--- src/sv/scft_pkg.sv ---
package scft_pkg;

	// Field and port widths
	localparam int DataW    = 8;
	localparam int LenW     = 16;
	localparam int CfgIdxW  = 3;
	localparam int CfgDataW = 16;
	localparam int CrcW     = 32;

	// Configuration register indexes
	localparam logic [CfgIdxW-1:0] REG_MAGIC       = 3'd0;
	localparam logic [CfgIdxW-1:0] REG_VERSION     = 3'd1;
	localparam logic [CfgIdxW-1:0] REG_FRAME_TYPE  = 3'd2;
	localparam logic [CfgIdxW-1:0] REG_END_CODE    = 3'd3;
	localparam logic [CfgIdxW-1:0] REG_ESC_CODE    = 3'd4;
	localparam logic [CfgIdxW-1:0] REG_ESC_END     = 3'd5;
	localparam logic [CfgIdxW-1:0] REG_ESC_ESC     = 3'd6;
	localparam logic [CfgIdxW-1:0] REG_MAX_PAYLOAD = 3'd7;

	// Register reset values
	localparam logic [DataW-1:0] RST_MAGIC       = 8'd165;
	localparam logic [DataW-1:0] RST_VERSION     = 8'd1;
	localparam logic [DataW-1:0] RST_FRAME_TYPE  = 8'd1;
	localparam logic [DataW-1:0] RST_END_CODE    = 8'd192;
	localparam logic [DataW-1:0] RST_ESC_CODE    = 8'd219;
	localparam logic [DataW-1:0] RST_ESC_END     = 8'd220;
	localparam logic [DataW-1:0] RST_ESC_ESC     = 8'd221;
	localparam logic [LenW-1:0]  RST_MAX_PAYLOAD = 16'd512;

	// Header flag bit positions
	localparam int FLAG_CHUNKED = 0;
	localparam int FLAG_START   = 1;
	localparam int FLAG_END     = 2;

	// Reflected CRC-32
	localparam logic [CrcW-1:0] CRC_POLY = 32'hEDB8_8320;
	localparam logic [CrcW-1:0] CRC_INIT = 32'hFFFF_FFFF;

	// SLIP codes and fixed header bytes
	typedef struct packed {
		logic [DataW-1:0] magic;
		logic [DataW-1:0] version;
		logic [DataW-1:0] ftype;
		logic [DataW-1:0] end_code;
		logic [DataW-1:0] esc_code;
		logic [DataW-1:0] esc_end;
		logic [DataW-1:0] esc_esc;
	} slip_cfg_t;

	// Work for one input item: optional frame opening, data byte, optional closing
	typedef struct packed {
		logic             start;
		logic             close;
		logic [DataW-1:0] flags;
		logic [LenW-1:0]  seq;
		logic [LenW-1:0]  msg_id;
		logic [LenW-1:0]  chunk_len;
		logic [DataW-1:0] data;
	} frame_desc_t;

	// Raw byte position within a frame
	typedef enum logic [16:0] {
		P_OPEN   = 17'b0_0000_0000_0000_0001,
		P_MAGIC  = 17'b0_0000_0000_0000_0010,
		P_VER    = 17'b0_0000_0000_0000_0100,
		P_TYPE   = 17'b0_0000_0000_0000_1000,
		P_FLAGS  = 17'b0_0000_0000_0001_0000,
		P_SEQ_L  = 17'b0_0000_0000_0010_0000,
		P_SEQ_H  = 17'b0_0000_0000_0100_0000,
		P_ID_L   = 17'b0_0000_0000_1000_0000,
		P_ID_H   = 17'b0_0000_0001_0000_0000,
		P_LEN_L  = 17'b0_0000_0010_0000_0000,
		P_LEN_H  = 17'b0_0000_0100_0000_0000,
		P_DATA   = 17'b0_0000_1000_0000_0000,
		P_CRC0   = 17'b0_0001_0000_0000_0000,
		P_CRC1   = 17'b0_0010_0000_0000_0000,
		P_CRC2   = 17'b0_0100_0000_0000_0000,
		P_CRC3   = 17'b0_1000_0000_0000_0000,
		P_CLOSE  = 17'b1_0000_0000_0000_0000
	} pos_t;

	// One byte through the reflected CRC, bit at a time
	function automatic logic [CrcW-1:0] crc_feed(input logic [CrcW-1:0] crc,
		input logic [DataW-1:0] b);
		logic [CrcW-1:0] c;
		int              i;
		c = crc ^ {{(CrcW-DataW){1'b0}}, b};
		for (i = 0; i < DataW; i++) begin
			c = c[0] ? ((c >> 1) ^ CRC_POLY) : (c >> 1);
		end
		return c;
	endfunction

endpackage

--- src/sv/slip_crc_frame_transmitter.sv ---
// An item's first encoded byte passes the input, descriptor and output registers.
// Throughput: one encoded byte per cycle while m_tready is high; an item gives 1 to 32
// bytes (header, SLIP escapes, CRC and delimiters); the output stream sets the item rate.
// The next item is taken as soon as the previous one has entered the serializer.
// Reset: counters cleared, CRC to all ones, configuration registers to defaults.
module slip_crc_frame_transmitter (
	input  logic                          clk,
	input  logic                          arst_n,
	input  logic                          s_tvalid,
	output logic                          s_tready,
	input  logic [23:0]                   s_tdata,   // data_byte [7:0], message_length [23:8]
	output logic                          m_tvalid,
	input  logic                          m_tready,
	output logic [scft_pkg::DataW-1:0]    m_tdata,   // tx_byte [7:0]
	output logic                          m_tlast,   // last_of_run
	output logic                          m_tuser,   // frame_done
	input  logic                          cfg_we,
	input  logic [scft_pkg::CfgIdxW-1:0]  cfg_index,
	input  logic [scft_pkg::CfgDataW-1:0] cfg_data
);

	localparam int LW = scft_pkg::LenW;

	// Configuration registers
	scft_pkg::slip_cfg_t cfg_q;
	logic [LW-1:0]       max_pl_q;

	always_ff @(posedge clk or negedge arst_n) begin
		if (!arst_n) begin
			cfg_q.magic    <= scft_pkg::RST_MAGIC;
			cfg_q.version  <= scft_pkg::RST_VERSION;
			cfg_q.ftype    <= scft_pkg::RST_FRAME_TYPE;
			cfg_q.end_code <= scft_pkg::RST_END_CODE;
			cfg_q.esc_code <= scft_pkg::RST_ESC_CODE;
			cfg_q.esc_end  <= scft_pkg::RST_ESC_END;
			cfg_q.esc_esc  <= scft_pkg::RST_ESC_ESC;
			max_pl_q       <= scft_pkg::RST_MAX_PAYLOAD;
		end else if (cfg_we) begin
			case (cfg_index)
				scft_pkg::REG_MAGIC:       cfg_q.magic    <= cfg_data[7:0];
				scft_pkg::REG_VERSION:     cfg_q.version  <= cfg_data[7:0];
				scft_pkg::REG_FRAME_TYPE:  cfg_q.ftype    <= cfg_data[7:0];
				scft_pkg::REG_END_CODE:    cfg_q.end_code <= cfg_data[7:0];
				scft_pkg::REG_ESC_CODE:    cfg_q.esc_code <= cfg_data[7:0];
				scft_pkg::REG_ESC_END:     cfg_q.esc_end  <= cfg_data[7:0];
				scft_pkg::REG_ESC_ESC:     cfg_q.esc_esc  <= cfg_data[7:0];
				scft_pkg::REG_MAX_PAYLOAD: max_pl_q       <= cfg_data;
				default: ;
			endcase
		end
	end

	// Message and chunk state
	logic [LW-1:0] seq_q, id_ctr_q, off_q, crem_q, cur_id_q, total_q;
	logic          chunked_q;

	logic [scft_pkg::DataW-1:0] in_byte;
	logic [LW-1:0]              in_len;
	logic                       accept;
	logic                       start_msg;
	logic                       ignore;
	logic [LW-1:0]              eff_max;
	logic [LW-1:0]              tot_e;
	logic                       chk_e;
	logic [LW-1:0]              id_inc;
	logic [LW-1:0]              id_e;
	logic                       new_chunk;
	logic [LW-1:0]              rest;
	logic [LW-1:0]              chunk;
	logic                       last_chunk;
	logic [LW-1:0]              crem_e;
	logic [LW-1:0]              crem_n;
	logic [LW-1:0]              off_n;
	logic                       close;
	logic [scft_pkg::DataW-1:0] flags;
	logic [LW:0]                inv_sum;

	assign in_byte   = s_tdata[7:0];
	assign in_len    = s_tdata[23:8];
	assign accept    = s_tvalid && s_tready;
	assign start_msg = (off_q == '0) && (crem_q == '0);
	assign ignore    = start_msg && (in_len == '0);
	assign eff_max   = (max_pl_q == '0) ? LW'(1) : max_pl_q;
	assign tot_e     = start_msg ? in_len : total_q;
	assign chk_e     = start_msg ? (in_len > eff_max) : chunked_q;
	assign id_inc    = id_ctr_q + LW'(1);
	assign id_e      = start_msg ? (chk_e ? id_inc : '0) : cur_id_q;
	assign new_chunk = crem_q == '0;
	assign rest      = tot_e - off_q;
	assign chunk     = (rest > eff_max) ? eff_max : rest;
	assign last_chunk = ({1'b0, off_q} + {1'b0, chunk}) >= {1'b0, tot_e};
	assign crem_e    = new_chunk ? chunk : crem_q;
	assign crem_n    = crem_e - LW'(1);
	assign off_n     = off_q + LW'(1);
	assign close     = crem_n == '0;
	assign inv_sum   = {1'b0, off_q} + {1'b0, crem_q};

	// Header flags for a new chunk
	always_comb begin
		flags = '0;
		if (chk_e) begin
			flags[scft_pkg::FLAG_CHUNKED] = 1'b1;
			flags[scft_pkg::FLAG_START]   = off_q == '0;
			flags[scft_pkg::FLAG_END]     = last_chunk;
		end
	end

	always_ff @(posedge clk or negedge arst_n) begin
		if (!arst_n) begin
			seq_q     <= '0;
			id_ctr_q  <= '0;
			off_q     <= '0;
			crem_q    <= '0;
			cur_id_q  <= '0;
			total_q   <= '0;
			chunked_q <= 1'b0;
		end else if (accept && !ignore) begin
			if (start_msg) begin
				total_q   <= in_len;
				chunked_q <= chk_e;
				cur_id_q  <= id_e;
				if (chk_e) begin
					id_ctr_q <= id_inc;
				end
			end
			crem_q <= crem_n;
			if (close) begin
				seq_q <= seq_q + LW'(1);
				off_q <= (off_n >= tot_e) ? '0 : off_n;
			end else begin
				off_q <= off_n;
			end
		end
	end

	// Input register holding the work for one item
	scft_pkg::frame_desc_t desc_s1;
	logic                  desc_v_s1;
	logic                  ser_ready;

	assign s_tready = !desc_v_s1 || ser_ready;

	always_ff @(posedge clk or negedge arst_n) begin
		if (!arst_n) begin
			desc_v_s1 <= 1'b0;
		end else if (accept && !ignore) begin
			desc_v_s1 <= 1'b1;
		end else if (ser_ready) begin
			desc_v_s1 <= 1'b0;
		end
	end

	always_ff @(posedge clk) begin
		if (accept && !ignore) begin
			desc_s1.start     <= new_chunk;
			desc_s1.close     <= close;
			desc_s1.flags     <= flags;
			desc_s1.seq       <= seq_q;
			desc_s1.msg_id    <= id_e;
			desc_s1.chunk_len <= chunk;
			desc_s1.data      <= in_byte;
		end
	end

	scft_serializer u_ser (
		.clk        (clk),
		.arst_n     (arst_n),
		.cfg        (cfg_q),
		.desc_valid (desc_v_s1),
		.desc_ready (ser_ready),
		.desc       (desc_s1),
		.m_tvalid   (m_tvalid),
		.m_tready   (m_tready),
		.m_tdata    (m_tdata),
		.m_tlast    (m_tlast),
		.m_tuser    (m_tuser)
	);

	// The closing end code is always the last byte of its item
	a_done_is_last: assert property (@(posedge clk) disable iff (!arst_n)
		m_tvalid && m_tuser |-> m_tlast)
		else $error("frame_done without last_of_run");

	// An open chunk never runs past the message end
	a_chunk_in_msg: assert property (@(posedge clk) disable iff (!arst_n)
		inv_sum <= {1'b0, total_q})
		else $error("chunk extends beyond message");

	// With the input register empty a transaction is always taken
	a_ready_empty: assert property (@(posedge clk) disable iff (!arst_n)
		!desc_v_s1 |-> s_tready)
		else $error("input stalled while empty");

	// An ignored item leaves the chunk state unchanged
	a_ignore_hold: assert property (@(posedge clk) disable iff (!arst_n)
		accept && ignore |=> (crem_q == $past(crem_q)) && (off_q == $past(off_q)))
		else $error("empty message changed state");

endmodule

--- src/sv/scft_serializer.sv ---
module scft_serializer (
	input  logic                     clk,
	input  logic                     arst_n,
	input  scft_pkg::slip_cfg_t      cfg,
	input  logic                     desc_valid,
	output logic                     desc_ready,
	input  scft_pkg::frame_desc_t    desc,
	output logic                     m_tvalid,
	input  logic                     m_tready,
	output logic [scft_pkg::DataW-1:0] m_tdata,  // tx_byte [7:0]
	output logic                     m_tlast,
	output logic                     m_tuser    // frame_done
);

	logic                           cur_v_q;
	scft_pkg::frame_desc_t          desc_q;
	scft_pkg::pos_t                 pos_q;
	scft_pkg::pos_t                 pos_nxt;
	logic                           esc2_q;
	logic [scft_pkg::CrcW-1:0]      crc_q;
	logic [scft_pkg::CrcW-1:0]      crc_inv;
	logic                           m_tvalid_q;
	logic [scft_pkg::DataW-1:0]     m_tdata_q;
	logic                           m_tlast_q;
	logic                           m_tuser_q;

	logic                           out_free;
	logic                           step;
	logic [scft_pkg::DataW-1:0]     raw;
	logic                           escapable;
	logic                           feed_en;
	logic                           finish;
	logic                           is_end;
	logic                           is_esc;
	logic                           first_half;
	logic                           advance;
	logic                           done;
	logic [scft_pkg::DataW-1:0]     out_byte;

	assign crc_inv  = ~crc_q;
	assign out_free = !m_tvalid_q || m_tready;
	assign step     = cur_v_q && out_free;

	// Raw byte at the current position and where to go next
	always_comb begin
		raw       = desc_q.data;
		escapable = 1'b1;
		feed_en   = 1'b1;
		finish    = 1'b0;
		pos_nxt   = scft_pkg::P_CLOSE;
		case (pos_q)
			scft_pkg::P_OPEN: begin
				raw = cfg.end_code; escapable = 1'b0; feed_en = 1'b0;
				pos_nxt = scft_pkg::P_MAGIC;
			end
			scft_pkg::P_MAGIC: begin
				raw = cfg.magic; feed_en = 1'b0; pos_nxt = scft_pkg::P_VER;
			end
			scft_pkg::P_VER: begin
				raw = cfg.version; pos_nxt = scft_pkg::P_TYPE;
			end
			scft_pkg::P_TYPE: begin
				raw = cfg.ftype; pos_nxt = scft_pkg::P_FLAGS;
			end
			scft_pkg::P_FLAGS: begin
				raw = desc_q.flags; pos_nxt = scft_pkg::P_SEQ_L;
			end
			scft_pkg::P_SEQ_L: begin
				raw = desc_q.seq[7:0]; pos_nxt = scft_pkg::P_SEQ_H;
			end
			scft_pkg::P_SEQ_H: begin
				raw = desc_q.seq[15:8]; pos_nxt = scft_pkg::P_ID_L;
			end
			scft_pkg::P_ID_L: begin
				raw = desc_q.msg_id[7:0]; pos_nxt = scft_pkg::P_ID_H;
			end
			scft_pkg::P_ID_H: begin
				raw = desc_q.msg_id[15:8]; pos_nxt = scft_pkg::P_LEN_L;
			end
			scft_pkg::P_LEN_L: begin
				raw = desc_q.chunk_len[7:0]; pos_nxt = scft_pkg::P_LEN_H;
			end
			scft_pkg::P_LEN_H: begin
				raw = desc_q.chunk_len[15:8]; pos_nxt = scft_pkg::P_DATA;
			end
			scft_pkg::P_DATA: begin
				raw = desc_q.data; finish = !desc_q.close; pos_nxt = scft_pkg::P_CRC0;
			end
			scft_pkg::P_CRC0: begin
				raw = crc_inv[7:0]; feed_en = 1'b0; pos_nxt = scft_pkg::P_CRC1;
			end
			scft_pkg::P_CRC1: begin
				raw = crc_inv[15:8]; feed_en = 1'b0; pos_nxt = scft_pkg::P_CRC2;
			end
			scft_pkg::P_CRC2: begin
				raw = crc_inv[23:16]; feed_en = 1'b0; pos_nxt = scft_pkg::P_CRC3;
			end
			scft_pkg::P_CRC3: begin
				raw = crc_inv[31:24]; feed_en = 1'b0; pos_nxt = scft_pkg::P_CLOSE;
			end
			scft_pkg::P_CLOSE: begin
				raw = cfg.end_code; escapable = 1'b0; feed_en = 1'b0; finish = 1'b1;
				pos_nxt = scft_pkg::P_CLOSE;
			end
			default: begin
				escapable = 1'b0; feed_en = 1'b0; finish = 1'b1;
			end
		endcase
	end

	// SLIP escaping: an escaped byte is sent as the escape code, then its substitute; end code test first
	always_comb begin
		is_end     = raw == cfg.end_code;
		is_esc     = raw == cfg.esc_code;
		first_half = escapable && (is_end || is_esc) && !esc2_q;
		if (first_half) begin
			out_byte = cfg.esc_code;
		end else if (esc2_q) begin
			out_byte = is_end ? cfg.esc_end : cfg.esc_esc;
		end else begin
			out_byte = raw;
		end
	end

	assign advance    = step && !first_half;
	assign done       = advance && finish;
	assign desc_ready = !cur_v_q || done;

	// Position, escape phase and running CRC
	always_ff @(posedge clk or negedge arst_n) begin
		if (!arst_n) begin
			cur_v_q <= 1'b0;
			pos_q   <= scft_pkg::P_OPEN;
			esc2_q  <= 1'b0;
			crc_q   <= scft_pkg::CRC_INIT;
		end else begin
			if (desc_valid && desc_ready) begin
				cur_v_q <= 1'b1;
				pos_q   <= desc.start ? scft_pkg::P_OPEN : scft_pkg::P_DATA;
				esc2_q  <= 1'b0;
			end else begin
				if (step) begin
					esc2_q <= first_half;
				end
				if (advance) begin
					pos_q <= pos_nxt;
				end
				if (done) begin
					cur_v_q <= 1'b0;
				end
			end
			if (advance) begin
				if (pos_q == scft_pkg::P_OPEN || pos_q == scft_pkg::P_CLOSE) begin
					crc_q <= scft_pkg::CRC_INIT;
				end else if (feed_en) begin
					crc_q <= scft_pkg::crc_feed(crc_q, raw);
				end
			end
		end
	end

	// Descriptor holding register
	always_ff @(posedge clk) begin
		if (desc_valid && desc_ready) begin
			desc_q <= desc;
		end
	end

	// Output register
	always_ff @(posedge clk or negedge arst_n) begin
		if (!arst_n) begin
			m_tvalid_q <= 1'b0;
		end else if (out_free) begin
			m_tvalid_q <= step;
		end
	end

	always_ff @(posedge clk) begin
		if (step) begin
			m_tdata_q <= out_byte;
			m_tlast_q <= done;
			m_tuser_q <= advance && (pos_q == scft_pkg::P_CLOSE);
		end
	end

	assign m_tvalid = m_tvalid_q;
	assign m_tdata  = m_tdata_q;
	assign m_tlast  = m_tlast_q;
	assign m_tuser  = m_tuser_q;

endmodule
--- config.mk ---
export PLATFORM = sky130hd
export DESIGN_NAME = slip_crc_frame_transmitter
export DESIGN_NICKNAME = d
export VERILOG_FILES = /design/src/sv/scft_pkg.sv /design/src/sv/slip_crc_frame_transmitter.sv /design/src/sv/scft_serializer.sv
export SDC_FILE = /design/constraint.sdc
export NUM_CORES = 1
export LEC_CHECK = 0
export BUFFER_PORTS_ARGS = -buffer_cell sky130_fd_sc_hd__buf_4
export CAP_MARGIN = 20
export CELL_PAD_IN_SITES_DETAIL_PLACEMENT = 1
export CELL_PAD_IN_SITES_GLOBAL_PLACEMENT = 1
export CORE_MARGIN = 5
export CORE_UTILIZATION = 50
export DETAILED_ROUTE_END_ITERATION = 8
export HOLD_SLACK_MARGIN = 0.08
export PLACE_DENSITY_LB_ADDON = 0.1
export SYNTH_ARGS = -nofsm -noshare
export SYNTH_HDL_FRONTEND = slang
export SYNTH_SLANG_ARGS = --single-unit
--- constraint.sdc ---
create_clock -name clk -period 13.4 [get_ports clk]
set_input_delay 2.68 -clock clk [delete_from_list [all_inputs] [get_ports clk]]
set_output_delay 2.68 -clock clk [all_outputs]
set_load 0.03 [all_outputs]
==> results of run 1 <==
layer usage:
layer	share of wire (%)	wire, microns	global-route usage [%]
met5	0.049	31	0
met4	4.6	2920	11.6
met3	6.1	3860	5.45
met2	47	29900	45.7
met1	42	26800	37.3
final timing paths:
path | start | end | slack [ns] | depth (start not counted)
min in group asynchronous | arst_n | cfg_q[5] | 2.13 | 1
worst min register to register | desc_s1[5] | u_ser.desc_q[5] | 0.42 | 0
worst max register to register | off_q[1] | desc_s1[58] | 2.84 | 41
max in group asynchronous | arst_n | id_ctr_q[3] | 9.81 | 2
worst min-delay path | desc_s1[5] | u_ser.desc_q[5] | 0.42 | 0
worst max-delay path | off_q[1] | desc_s1[58] | 2.84 | 41
critical path, delay by kind of cell (launching register included):
family	cells	cell delay, ns
multiplexers	2	0.85
AO/OA/AOI/OAI	22	4.39
XOR/XNOR	2	0.35
buffers and inverters	3	0.59
AND/OR/NAND/NOR	7	2.02
adder cells (fa/ha/maj)	5	1.54
flip-flops	1	0.55
synth_stat cells (11+ instances only):
library cell    n  area share, %
xnor2_1        95            4.1
a21o_1         21           0.78
nor2_1        107            2.0
a31oi_1        33            1.0
mux2_2         91            5.0
a22o_1         24            1.0
clkbuf_1       42           0.78
buf_2          20           0.49
nand2_1       119            2.2
and4_1         11           0.47
nand4_1        29           0.89
xor2_1         74            3.2
inv_1          94            1.7
nor2b_1        22           0.68
nand2b_1       17           0.52
o21ai_0        81            2.0
nor3_1         57            1.4
dfstp_2        59            7.6
o21a_1         19           0.70
a21oi_1        71            1.7
edfxtp_1      131             19
o2bb2ai_1      17           0.73
and3_1         23           0.71
nand3_1        54            1.3
or3_1          14           0.43
ha_1          102            6.3
dfrtp_1       163             20
mux2i_1        21            1.0
nor4_1         33            1.0
or2_2          13           0.40
layout make-up:
| type | count | area, sq um | share of cell area [%] |
|---|---|---|---|
| clock buffers | 61 | 1240 | 5.46 |
| clock inverters | 15 | 120 | 0.531 |
| inverters | 94 | 353 | 1.56 |
| multi-input cells | 1357 | 10000 | 44.4 |
| flip-flops and latches | 353 | 9560 | 42.3 |
| well taps | 525 | 657 | 2.90 |
| repair buffers | 86 | 651 | 2.88 |
cell usage in the layout, fill, tap and decap left out, types with 74 or more instances in the layout:
cell      netlist  layout
dfrtp_1       163     163
edfxtp_1      131     131
nand2_1       119     119
nor2_1        107     107
ha_1          102     102
xnor2_1        95      95
inv_1          94      93
mux2_2         91      91
buf_4           7      84
o21ai_0        81      81
xor2_1         74      74
cells by family (layout without fill, tap and decap cells):
group / after synthesis / count (layout) / share of synthesized area (%)
simple gates: 551 / 551 / 14.4
mux: 115 / 115 / 6.26
flops: 353 / 353 / 47.1
xor+xnor: 180 / 180 / 8.16
compound gates: 407 / 407 / 13.9
fa+ha+maj: 104 / 104 / 6.48
buf+inv: 175 / 256 / 3.68
metrics by stage:
step           hold WS (ns)  std cells  util (%)  instance area, sq um  setup WS [ns]
2_1_floorplan         0.400       1885         -                 20300           3.63
3_3_place_gp          0.402       2413      53.1                 21300           2.92
3_5_place_dp          0.406       2414      53.1                 21300           2.58
4_1_cts               0.419       2490      56.5                 22600           2.88
5_1_grt               0.420       2491      56.5                 22600           1.96
6_report              0.416       2491      56.5                 22600           2.84
state kept, by name, indices dropped and copies added, names as in the netlist:
register and cells:
desc_s1 61, u_ser.desc_q 60, cfg_q 56, u_ser.crc_q 32, u_ser.pos_q 17, crem_q 16, cur_id_q 16, id_ctr_q 16
max_pl_q 16, off_q 16, seq_q 16, total_q 16, u_ser.m_tdata 8, chunked_q 1, desc_v_s1 1, u_ser.cur_v_q 1
u_ser.esc2_q 1, u_ser.m_tlast 1, u_ser.m_tuser 1, u_ser.m_tvalid 1
==> results.tsv, run 1 <==
metric	value	unit
cts_tree	done	
grt_pass1_wl	97300	microns
syn-cell-area	20300	sq um
fmax	0.0947	GHz
yosysSeqAreaShare	47.1	%
syn_nets	2037	
wl_per_cell	25.5	microns
initial_core_util	50.8	%
io_pins	60	
critical_path.max_stage_delay	0.55	ns
portBuffers	59	
via_count	15600	
path_class	flop to flop	
grt_overflow	0	
ant_nets	0	
critPathMaxFanout	35	
cts_buffers	41	
min_period	10.56	ns
dp_hpwl	47400	microns
tns	0	ns
period_share	78.8	%
cp_data_arrival_time	10.84	ns
grt_pass1_vias	16100	
hold_viol	0	
hold_path.class	flop to flop	
core_area	40000	sq um
fillers	4226	
clock_insertion_delay_worst_skew	0.56	ns
outcome	completed	
start_kind	flop	
layout.nets	2085	
drtIter0Drc	1303	
grt_usage	28.2	%
synth_edf_count	131	
htreeDepth	2	
synthToLayoutAreaGrowth	11.3	%
post_cts_buffers	0	
ys_types	96	
routed_wl	63500	microns
cts.sinks	353	
holdBufCountCts	0	
drt_first_pass_iters	6	
yosys_warnings	0	
num_antenna_cells	0	
clockBufferDepth	3	
drv_cap	0	
critPathCaptureType	flop	
clock-root-buffer	clkbuf_16	
rsz0062_at_grt	false	
worst_slew_pin_slew	1.03	ns
setup_viol_count_final	0	
worst_path_max_delay_cell	dfrtp_1	
gp_congestion	0.961	
die_h	212	microns
antenna_found_initial	3	
clock_skew	0.0177	ns
die_area	44800	sq um
drive_gt1_share	18.5	%
grt_max_degree	94	
relSlewSlack	29.5	%
vias_per_cell	6.25	
die_w	212	microns
std_cell_rows	73	
syn_area_per_cell	10.8	sq um
async_flop_share	62.9	%
cts.repair.resized	0	
drv_slew	0	
synth_seq_cells	353	
clk_pin_slew	0.06	ns
required	13.68	ns
drc	0	
synth_cells	1885	
synthFlopType	dfrtp_1	
Power of run 1 is not shown: default switching activity piles up to over one toggle a cycle in this logic, so the estimate is an artifact.
==> run 2, diff against run 1 <==
--- a/config.mk
+++ b/config.mk
@@ -10,7 +10,7 @@
 export CELL_PAD_IN_SITES_DETAIL_PLACEMENT = 1
 export CELL_PAD_IN_SITES_GLOBAL_PLACEMENT = 1
 export CORE_MARGIN = 5
-export CORE_UTILIZATION = 50
+export CORE_UTILIZATION = 46
 export DETAILED_ROUTE_END_ITERATION = 8
 export HOLD_SLACK_MARGIN = 0.08
 export PLACE_DENSITY_LB_ADDON = 0.1
==> constraint.sdc (replaced) <==
create_clock -name clk -period 8.7 [get_ports clk]
set_input_delay 1.74 -clock clk [delete_from_list [all_inputs] [get_ports clk]]
set_output_delay 1.74 -clock clk [all_outputs]
set_load 0.03 [all_outputs]
==> run 2 against run 1 <==
  * First-iteration DRC count is 15% lower
  * Clock-buffer cell count is 12 lower
  * Highest routed layer is now met4
  * Largest cell class unchanged
  * Clock skew up 0.0093 ns
==> results.tsv, run 2 (same netlist as run 1, synthesis figures left out) <==
metric	value	unit	change
outcome	completed		unchanged
hold_path.class	flop to flop		unchanged
die_w	220	microns	was 212 microns
path_class	flop to flop		unchanged
finish.utilization	55.6	%	was 56.5%
grt_usage	27.5	%	was 28.2%
dp_hpwl	50600	microns	was 47400 microns
start_kind	flop		unchanged
antenna_found_initial	2		was 3
fmax	0.118	GHz	was 0.0947 GHz
clock-root-buffer	clkbuf_16		unchanged
via_count	16100		was 15600
grt_pass1_wl	102000	microns	was 97300 microns
critPathMaxFanout	7		was 35
final_cell_mix	buf_4 (232), dfrtp_1 (163), edfxtp_1 (131)		was dfrtp_1 (163), edfxtp_1 (131), nand2_1 (119)
cts_buffers	40		was 41
std_cell_rows	77		was 73
clk_pin_slew	0.07	ns	was 0.06 ns
period_share	97.6	%	was 78.8%
gp_congestion	0.961		about the same
crit_cells	43		was 41
final_common_cell	buf_4		was dfrtp_1
largestRegisters	desc_s1 x61, u_ser.desc_q x60, cfg_q x56		unchanged
clock_skew	0.0270	ns	was 0.0177 ns
synthToLayoutAreaGrowth	20.2	%	was 11.3%
grt_overflow	0		unchanged
routed_wl	67400	microns	was 63500 microns
portBuffers	59		unchanged
drive_gt1_share	28.2	%	was 18.5%
cts_tree	done		unchanged
setup_viol_count_final	0		unchanged
min_period	8.49	ns	was 10.56 ns
fillers	4767		was 4226
rsz0062_at_grt	true		was false
clock_insertion_delay_worst_skew	0.57	ns	was 0.56 ns
vias_per_cell	5.93		was 6.25
layout.nets	2239		was 2085
cts.sinks	353		unchanged
io_pins	60		unchanged
crit_family	compound AO/OA/AOI/OAI gates		unchanged
largest_reg_flops	61		unchanged
grt_max_degree	155		was 94
relSlewSlack	31.1	%	was 29.5%
clockBufferDepth	3		unchanged
cp_data_arrival_time	8.77	ns	was 10.84 ns
wl_per_cell	24.9	microns	was 25.5 microns
holdBufCountCts	0		unchanged
grt_pass1_vias	16700		was 16100
reg2reg_depth	43		was 41
die_area	48500	sq um	was 44800 sq um
drv_slew	0		unchanged
required	8.99	ns	was 13.68 ns
htreeDepth	2		unchanged
drt_first_pass_iters	7		was 6
critPathCaptureType	flop		unchanged
core_area	43900	sq um	was 40000 sq um
cp_common_cell	buf_4		
drv_cap	0		unchanged
die_h	220	microns	was 212 microns
critical_path.max_stage_delay	0.47	ns	was 0.55 ns
ant_nets	0		unchanged
largest-register	desc_s1		unchanged
initial_core_util	46.3	%	was 50.8%
worst_slew_pin_slew	1.02	ns	was 1.03 ns
worst_path_max_delay_cell	or3_4		was dfrtp_1
critPathBufInv	9		was 3
holdPathStages	0		unchanged
drc	0		unchanged
hold_viol	0		unchanged
drtIter0Drc	1109		was 1303
## run 2: cell types whose count changed in the layout (fill, tap and decap cells not counted), moves of 10 or more
cell / change
a21oi_1: -13
a21oi_2: +10
buf_4: +148
ha_1: -14
ha_4: +12
mux2i_1: -11
o21ai_0: -13
## run 2: repair_timing
item                                    in CTS  in global routing
endpoints found under the setup margin       6                 33
gates cloned                                 0                  1
setup buffers                                8                 13
pin swaps                                   11                 57
gates resized for setup                     18                104
## run 2: layer usage
metal / wire length (microns) / GRT usage (%) / vias up
met5: 0 / 0 / -
met2: 31600 / 44.4 / 415
met1: 29700 / 37.6 / 8170
li1: - / - / 7351
met4: 3100 / 11.2 / 0
met3: 3000 / 3.57 / 148
## run 2: final timing paths
path / endpoint / slack (ns) / start
min reg2reg: u_ser.desc_q[44] / 0.42 / desc_s1[44]
max in group asynchronous: id_ctr_q[15] / 6.24 / arst_n
min: u_ser.desc_q[44] / 0.42 / desc_s1[44]
max reg2reg: desc_s1[58] / 0.21 / crem_q[10]
max: desc_s1[58] / 0.21 / crem_q[10]
min in group asynchronous: cfg_q[9] / 1.12 / arst_n
## run 2: final cells by class
class	count	area (sq um)	share of cell area, %
Tap cell	592	741	3.03
Timing Repair Buffer	241	1870	7.65
Inverter	94	353	1.44
Antenna cell	1	2.50	0.0102
Clock buffer	49	1060	4.32
Clock inverter	24	184	0.753
Multi-Input combinational cell	1357	10700	43.6
Sequential cell	353	9560	39.1
## run 2: metrics by stage
stage / instance area (sq um) / setup WS, ns / std cells / setup TNS (ns) / hold slack (ns)
detailed placement: 22400 / -0.501 / 2615 / -0.727 / 0.405
finish: 24400 / 0.212 / 2711 / 0 / 0.416
floorplan: 20400 / 0.00121 / 1885 / 0 / 0.400
global placement: 22400 / -0.132 / 2614 / -0.132 / 0.401
CTS: 23800 / 0.0271 / 2696 / 0 / 0.408
global route: 24400 / -0.156 / 2710 / -0.670 / 0.420
## run 2: worst register-to-register path, delay by kind of cell (launching register included)
kind / cells / cell delay [ns]
compound gates: 18 / 2.79
simple gates: 9 / 1.84
buf+inv: 9 / 1.31
fa+ha+maj: 4 / 1.15
mux: 2 / 0.53
flops: 1 / 0.41
xor+xnor: 1 / 0.15
Power of run 2 is left out for the same reason.
